### config.mk
export PLATFORM = sky130hd
export DESIGN_NAME = msb_first_bit_reader_top
export DESIGN_NICKNAME = d
export VERILOG_FILES = /design/src/hw/rtl/mfbr_pkg.sv /design/src/hw/rtl/mfbr_ram.sv /design/src/hw/rtl/msb_first_bit_reader_top.sv
export SDC_FILE = /design/constraint.sdc
export NUM_CORES = 1
export LEC_CHECK = 0
export ABC_AREA = 0
export BUFFER_PORTS_ARGS = -buffer_cell sky130_fd_sc_hd__buf_4
export CORE_UTILIZATION = 35
export DETAILED_ROUTE_END_ITERATION = 7
export REMOVE_ABC_BUFFERS = 1
export SLEW_MARGIN = 20
export SYNTH_ARGS = -nofsm -noshare
export SYNTH_HDL_FRONTEND = slang
export SYNTH_SLANG_ARGS = --single-unit
### constraint.sdc
create_clock -name clk -period 11.2 [get_ports clk]
set_clock_uncertainty 0.2 [all_clocks]
set_input_delay 1.68 -clock clk [delete_from_list [all_inputs] [get_ports clk]]
set_output_delay 1.68 -clock clk [all_outputs]
set_load 0.02 [all_outputs]
### src/hw/rtl/mfbr_pkg.sv
// mfbr_pkg: sizes, widths and status codes for the MSB-first bit reader.
// No dependencies; imported by mfbr_ram, msb_first_bit_reader_top and tb.
package mfbr_pkg;

  localparam int BUFFER_BYTES  = 16;
  localparam int MAX_READ_BITS = 32;

  localparam int ADDR_W  = (BUFFER_BYTES > 1) ? $clog2(BUFFER_BYTES) : 1;
  localparam int COUNT_W = $clog2(BUFFER_BYTES + 1);
  localparam int BITS_W  = COUNT_W + 3;           // holds BUFFER_BYTES * 8
  localparam int NBITS_W = 6;                     // bit_count field
  localparam int AVAIL_W = 8;                     // available_bits field
  localparam int VALUE_W = 32;                    // value field
  localparam int ACC_W   = MAX_READ_BITS;

  localparam logic [7:0] BYTE_MASK = 8'b11111111;
  localparam logic [7:0] BIT_ONE   = 8'b00000001;

  typedef enum logic [1:0] {
    STATUS_OK    = 2'd0,
    STATUS_FULL  = 2'd1,
    STATUS_SHORT = 2'd2
  } status_t;

  localparam logic [ADDR_W-1:0] LAST_ADDR = ADDR_W'(BUFFER_BYTES - 1);

endpackage

### src/hw/rtl/mfbr_ram.sv
// mfbr_ram: byte store for the bit reader, one write and one registered read port.
// Depends on mfbr_pkg for depth and address width.
module mfbr_ram
  import mfbr_pkg::*;
(
  input  logic              clk,
  input  logic              wr_en,
  input  logic [ADDR_W-1:0] wr_addr,
  input  logic [7:0]        wr_data,
  input  logic [ADDR_W-1:0] rd_addr,
  output logic [7:0]        rd_data
);

  logic [7:0] mem [BUFFER_BYTES];

  always_ff @(posedge clk) begin
    if (wr_en) begin
      mem[wr_addr] <= wr_data;
    end
  end

  always_ff @(posedge clk) begin
    rd_data <= mem[rd_addr];
  end

endmodule

### src/hw/rtl/msb_first_bit_reader_top.sv
// msb_first_bit_reader_top: byte FIFO with an MSB-first bit extractor.
// Depends on mfbr_pkg and mfbr_ram.
//
//   channel  direction  handshake            payload
//   req      in         req_valid/req_stall  kind, data_byte, bit_count
//   rsp      out        rsp_valid/rsp_stall  value, status, available_bits
//
// A load or a rejected/zero-length read passes through ST_DONE into the output register.
// A read works one byte per pass: a store read in ST_FETCH, then an extract in ST_TAKE
// taking up to eight bits; ST_FETCH waits out the registered read of the byte store.
// One item at a time; a finished result waits in the output register under rsp_stall
// while the next item is taken. Synchronous reset empties the FIFO; the store itself
// is not cleared.
module msb_first_bit_reader_top
  import mfbr_pkg::*;
(
  input  logic                 clk,
  input  logic                 rst,
  input  logic                 req_valid,
  output logic                 req_stall,
  input  logic                 kind,
  input  logic [7:0]           data_byte,
  input  logic [NBITS_W-1:0]   bit_count,
  output logic                 rsp_valid,
  input  logic                 rsp_stall,
  output logic [VALUE_W-1:0]   value,
  output logic [1:0]           status,
  output logic [AVAIL_W-1:0]   available_bits
);

  typedef enum logic [3:0] {
    ST_IDLE  = 4'b0001,
    ST_FETCH = 4'b0010,
    ST_TAKE  = 4'b0100,
    ST_DONE  = 4'b1000
  } state_t;

  state_t               state, state_next;
  logic [ADDR_W-1:0]    head;
  logic [COUNT_W-1:0]   count;
  logic [2:0]           offset;
  logic [NBITS_W-1:0]   remain;
  logic [ACC_W-1:0]     acc;
  status_t              res_status;

  logic                 accept;
  logic [BITS_W-1:0]    bits_left;
  logic                 full;
  logic                 short_read;
  logic [ADDR_W:0]      wr_sum;
  logic [ADDR_W-1:0]    wr_addr;
  logic                 wr_en;
  logic [7:0]           rd_data;
  logic                 out_free;

  // extract datapath
  logic [3:0]           room;
  logic [3:0]           take;
  logic [3:0]           off_sum;
  logic [7:0]           field;
  logic                 byte_done;
  logic [NBITS_W-1:0]   remain_next;

  assign accept    = req_valid && !req_stall;
  assign req_stall = (state != ST_IDLE);
  assign out_free  = !rsp_valid || !rsp_stall;

  assign bits_left  = {count, 3'b000} - BITS_W'(offset);
  assign full       = (count >= COUNT_W'(BUFFER_BYTES));
  assign short_read = (bit_count > NBITS_W'(MAX_READ_BITS))
                   || (BITS_W'(bit_count) > bits_left);

  // tail address, wrapped without a divider
  assign wr_sum  = (ADDR_W+1)'(head) + (ADDR_W+1)'(count);
  assign wr_addr = (wr_sum >= (ADDR_W+1)'(BUFFER_BYTES))
                 ? ADDR_W'(wr_sum - (ADDR_W+1)'(BUFFER_BYTES))
                 : ADDR_W'(wr_sum);
  assign wr_en   = accept && !kind && !full;

  mfbr_ram u_ram (
    .clk     (clk),
    .wr_en   (wr_en),
    .wr_addr (wr_addr),
    .wr_data (data_byte),
    .rd_addr (head),
    .rd_data (rd_data)
  );

  // bits of the head byte taken this pass: min(remain, 8 - offset)
  assign room        = 4'd8 - {1'b0, offset};
  assign take        = (remain < NBITS_W'(room)) ? remain[3:0] : room;
  assign field       = (rd_data >> (room - take)) & (BYTE_MASK >> (4'd8 - take));
  assign off_sum     = {1'b0, offset} + take;
  assign byte_done   = off_sum[3];
  assign remain_next = remain - NBITS_W'(take);

  always_comb begin
    state_next = state;
    unique case (state)
      ST_IDLE: begin
        if (accept) begin
          if (kind && !short_read && (bit_count != '0)) begin
            state_next = ST_FETCH;
          end else begin
            state_next = ST_DONE;
          end
        end
      end
      ST_FETCH: state_next = ST_TAKE;
      ST_TAKE: begin
        if (remain_next == '0) begin
          state_next = ST_DONE;
        end else begin
          state_next = ST_FETCH;
        end
      end
      ST_DONE: begin
        if (out_free) begin
          state_next = ST_IDLE;
        end
      end
      default: state_next = ST_IDLE;
    endcase
  end

  always_ff @(posedge clk) begin
    if (rst) begin
      state  <= ST_IDLE;
      head   <= '0;
      count  <= '0;
      offset <= '0;
    end else begin
      state <= state_next;
      if (wr_en) begin
        count <= count + COUNT_W'(BIT_ONE);
      end
      if (state == ST_TAKE) begin
        offset <= off_sum[2:0];
        if (byte_done) begin
          head  <= (head == LAST_ADDR) ? '0 : head + ADDR_W'(BIT_ONE);
          count <= count - COUNT_W'(BIT_ONE);
        end
      end
    end
  end

  // item working registers
  always_ff @(posedge clk) begin
    if (accept) begin
      acc    <= '0;
      remain <= bit_count;
      if (!kind) begin
        res_status <= full ? STATUS_FULL : STATUS_OK;
      end else begin
        res_status <= short_read ? STATUS_SHORT : STATUS_OK;
      end
    end else if (state == ST_TAKE) begin
      acc    <= (acc << take) | ACC_W'(field);
      remain <= remain_next;
    end
  end

  // output register
  always_ff @(posedge clk) begin
    if (rst) begin
      rsp_valid <= 1'b0;
    end else if (state == ST_DONE && out_free) begin
      rsp_valid <= 1'b1;
    end else if (!rsp_stall) begin
      rsp_valid <= 1'b0;
    end
  end

  always_ff @(posedge clk) begin
    if (state == ST_DONE && out_free) begin
      value          <= VALUE_W'(acc);
      status         <= res_status;
      available_bits <= AVAIL_W'(bits_left);
    end
  end

endmodule

==> flow_metrics.env <==
export IMPL_rr_endpoint="acc[2]$_SDFFE_PP0P_"
export IMPL_cts_buffer_depth=3
export IMPL_min_to="status[0]$_DFFE_PP_"
export IMPL_slew_headroom_pct=36.2
export IMPL_holdCritPathClass="flip-flop to flip-flop"
export IMPL_pwr_share_comb_pct=12.2
export IMPL_ir_drop_v=0.000127
export IMPL_tightest_slew_ns=0.949
export IMPL_gr_usage_met3_pct=2.12
export IMPL_p_switching_uw=510
export IMPL_fin_setup_tns_ns=0
export IMPL_cts_tree="built"
export IMPL_finalSetupViolations=0
export IMPL_gp_congestion=0.877
export IMPL_rows=65
export IMPL_leakage_uw=0.00459
export IMPL_slew_violations=0
export IMPL_power_frac_seq_pct=47.4
export IMPL_seq_area_mm2=0.00649
export IMPL_ant_nets=0
export IMPL_cts_buffers=27
export IMPL_p_per_area_mw_per_mm2=154
export IMPL_grt_overflow=0
export IMPL_multi_input_area_mm2=0.00466
export IMPL_drtPass1Iterations=4
export IMPL_core_area_mm2=0.0319
export IMPL_viasPerCell=5.26
export IMPL_finalPower_uw=2030
export IMPL_synth_area_mm2=0.0115
export IMPL_switching_share_pct=25.1
export IMPL_antenna_found_initial=0
export IMPL_synthFlopType="edfxtp_1"
export IMPL_synth_edf_count=178
export IMPL_whs_ns=0.217
export IMPL_grt_pass1_vias=7267
export IMPL_cts_max_level=1
export IMPL_fillers=2997
export IMPL_worstSetupEndpointType="flip-flop"
export IMPL_top_usage_layer="met2"
export IMPL_cts_sinks=235
export IMPL_wire_per_inst_um=18.6
export IMPL_synth_seq_cells=235
export IMPL_use_met2_pct=25.8
export IMPL_max_cap_violations=0
export IMPL_p_int_uw=1520
export IMPL_clkTransAtPathRegs_ns=0.05
export IMPL_grt_max_degree=43
export IMPL_cts_setup_buffers=0
export IMPL_clockPowerShare_pct=40.5
export IMPL_period_minus_slack_ns=5.74
export IMPL_required_ns=11.45
export IMPL_met1_usage_pct=21.1
export IMPL_yosys_warnings=0
export IMPL_async_flop_share_pct=0
export IMPL_ys_seq_area_share_pct=56.6
export IMPL_timing_rr_start="offset[0]$_SDFFE_PP0P_"
export IMPL_diodes=0
export IMPL_hold_path_cell_count=0
export IMPL_io_buffers=62
export IMPL_cts_resized=0
export IMPL_fin_nets=968
export IMPL_max_clock_freq_mhz=174
export IMPL_die_area_mm2=0.0335
export IMPL_rrSetupSlack_ns=5.46
export IMPL_start_util_pct=35.9
export IMPL_drc=0
export IMPL_grt_pass1_wl_mm=40.9
export IMPL_cp_max_fo=22
export IMPL_rsz0062_at_grt="no"
export IMPL_hp_start="res_status[0]$_SDFFCE_PP0P_"
export IMPL_cts_root_buf="clkbuf_16"
export IMPL_min_period_over_period_pct=51.3
export IMPL_critPathKind="flip-flop to flip-flop"
export IMPL_arrival_ns=5.99
export IMPL_area_delta_synth_final_pct=15.0
export IMPL_hold_viol_final=0
export IMPL_chipWidth_um=183
export IMPL_outcome="completed"
export IMPL_r2r_cells=17
export IMPL_num_vias=7243
export IMPL_clk_latency_ns=0.54
export IMPL_grtUsageTotal_pct=15.5
export IMPL_drt_first_iter_violations=499
export IMPL_hold_buffers=0
export IMPL_dp_hpwl_mm=17.7
export IMPL_pin_count=63
export IMPL_finalWirelength_mm=25.6
export IMPL_cp_start_kind="flip-flop"
export IMPL_syn_instance_count=869
export IMPL_die_y_um=183
export IMPL_drive_gt1_share_pct=21.2
export IMPL_synthDistinctLibCells=73
export IMPL_avgSynthCellArea_um2=13.2
-- through the flow --
stage | cells | area (um2) | utilization, % | setup slack, ns
2_1_floorplan | 822 | 11200 | - | 5.82
3_3_place_gp | 1328 | 12300 | 38.7 | 5.61
3_5_place_dp | 1328 | 12300 | 38.7 | 5.43
4_1_cts | 1378 | 13200 | 41.3 | 5.44
5_1_grt | 1378 | 13200 | 41.3 | 4.89
6_report | 1378 | 13200 | 41.3 | 5.46
-- state kept, by name, summed over array words and instances, names as in the netlist --
name	cells
remain	6
u_ram.rd_data	8
res_status	2
count	5
acc	32
available_bits	8
value	32
u_ram.mem	128
rsp_valid	1
head	4
offset	3
status	2
state	4
-- layer usage --
layer / vias to the layer above / part of all wire [%]
met5: - / 0
met4: 0 / 2.3
met3: 38 / 3.8
met2: 170 / 48
met1: 3547 / 46
li1: 3488 / -
-- placed cells by master (no fill, tap or decap), types with 6 or more instances in the layout --
cell	Yosys	routed
nor2b_1	9	9
mux2i_1	74	73
xnor2_1	12	12
buf_4	2	71
dfxtp_1	57	56
clkbuf_16	0	27
nand3_1	20	20
nor3_1	17	16
o21ai_0	23	23
nor2_1	68	68
o21ai_1	13	13
nand2_1	51	51
nand3b_1	7	7
o31ai_1	8	8
a22oi_1	9	9
ha_1	26	26
inv_1	23	23
edfxtp_1	178	178
nand2b_1	9	9
a32oi_1	6	6
or3_1	7	7
a21oi_1	35	34
mux2_2	25	25
a211oi_1	8	8
mux4_2	43	43
o22ai_1	8	8
clkbuf_1	29	6
-- synth_stat cells, types with 10 or more instances --
cell | count | area [um2]
mux4_2 | 43 | 968
nand3_1 | 20 | 100
ha_1 | 26 | 325
o21ai_1 | 13 | 65.1
nor3_1 | 17 | 85.1
inv_1 | 23 | 86.3
clkbuf_1 | 29 | 109
buf_2 | 10 | 50.1
a21oi_1 | 35 | 175
xnor2_1 | 12 | 105
dfxtp_1 | 57 | 1140
mux2i_1 | 74 | 741
edfxtp_1 | 178 | 5350
nor2_1 | 68 | 255
mux2_2 | 25 | 282
nand2_1 | 51 | 191
o21ai_0 | 23 | 115
-- cell families after synthesis --
logic type	synth area share [%]
compound gates	9.94
xor+xnor	1.29
fa+ha+maj	3.01
buf+inv	2.88
flops	56.6
mux	17.5
simple gates	8.77
-- worst max-delay path, stage by stage, from the launching register on --
cell and delay [ns]:
dfxtp_1 0.41, nor3_1 0.73, inv_2 0.14, ha_1 0.42, nor4_2 0.42, mux2i_1 0.12
nand3_1 0.17, and2_2 0.53, buf_4 0.42, ha_1 0.29, inv_1 0.14, ha_1 0.23
o22ai_1 0.11, nor2_1 0.06, nor3_1 0.74, nor2_1 0.11, a211o_1 0.26, o221ai_1 0.14
-- how the worst max path moves through the flow --
stage	startpoint	endpoint	cells past startpoint
finish	offset[0]$_SDFFE_PP0P_	acc[2]$_SDFFE_PP0P_	17
CTS	offset[0]$_SDFFE_PP0P_	count[2]$_SDFF_PP0_	14
global route	offset[0]$_SDFFE_PP0P_	acc[4]$_SDFFE_PP0P_	16
detailed placement	offset[0]$_SDFFE_PP0P_	count[2]$_SDFF_PP0_	14
global placement	offset[0]$_SDFFE_PP0P_	count[2]$_SDFF_PP0_	14
floorplan	offset[2]$_SDFFE_PP0P_	acc[2]$_SDFFE_PP0P_	16
-- area by class of cell --
| cell class | count | area share [%] |
|---|---|---|
| tap | 435 | 4.13 |
| clock buffer | 35 | 5.51 |
| multi-input combinational | 558 | 35.4 |
| inverter | 29 | 0.846 |
| clock inverter | 15 | 0.808 |
| timing repair buffer | 71 | 4.05 |
| sequential | 235 | 49.3 |
-- power groups by stage --
stage / logic [uW] / clock network [uW] / registers (uW)
after global routing: 270 / 879 / 963
after CTS: 245 / 842 / 962
final: 247 / 822 / 962
after detailed placement: 244 / 0 / 981
after global placement: 245 / 0 / 980
after floorplan: 175 / 0 / 979
(Power assumes the default switching activity.)
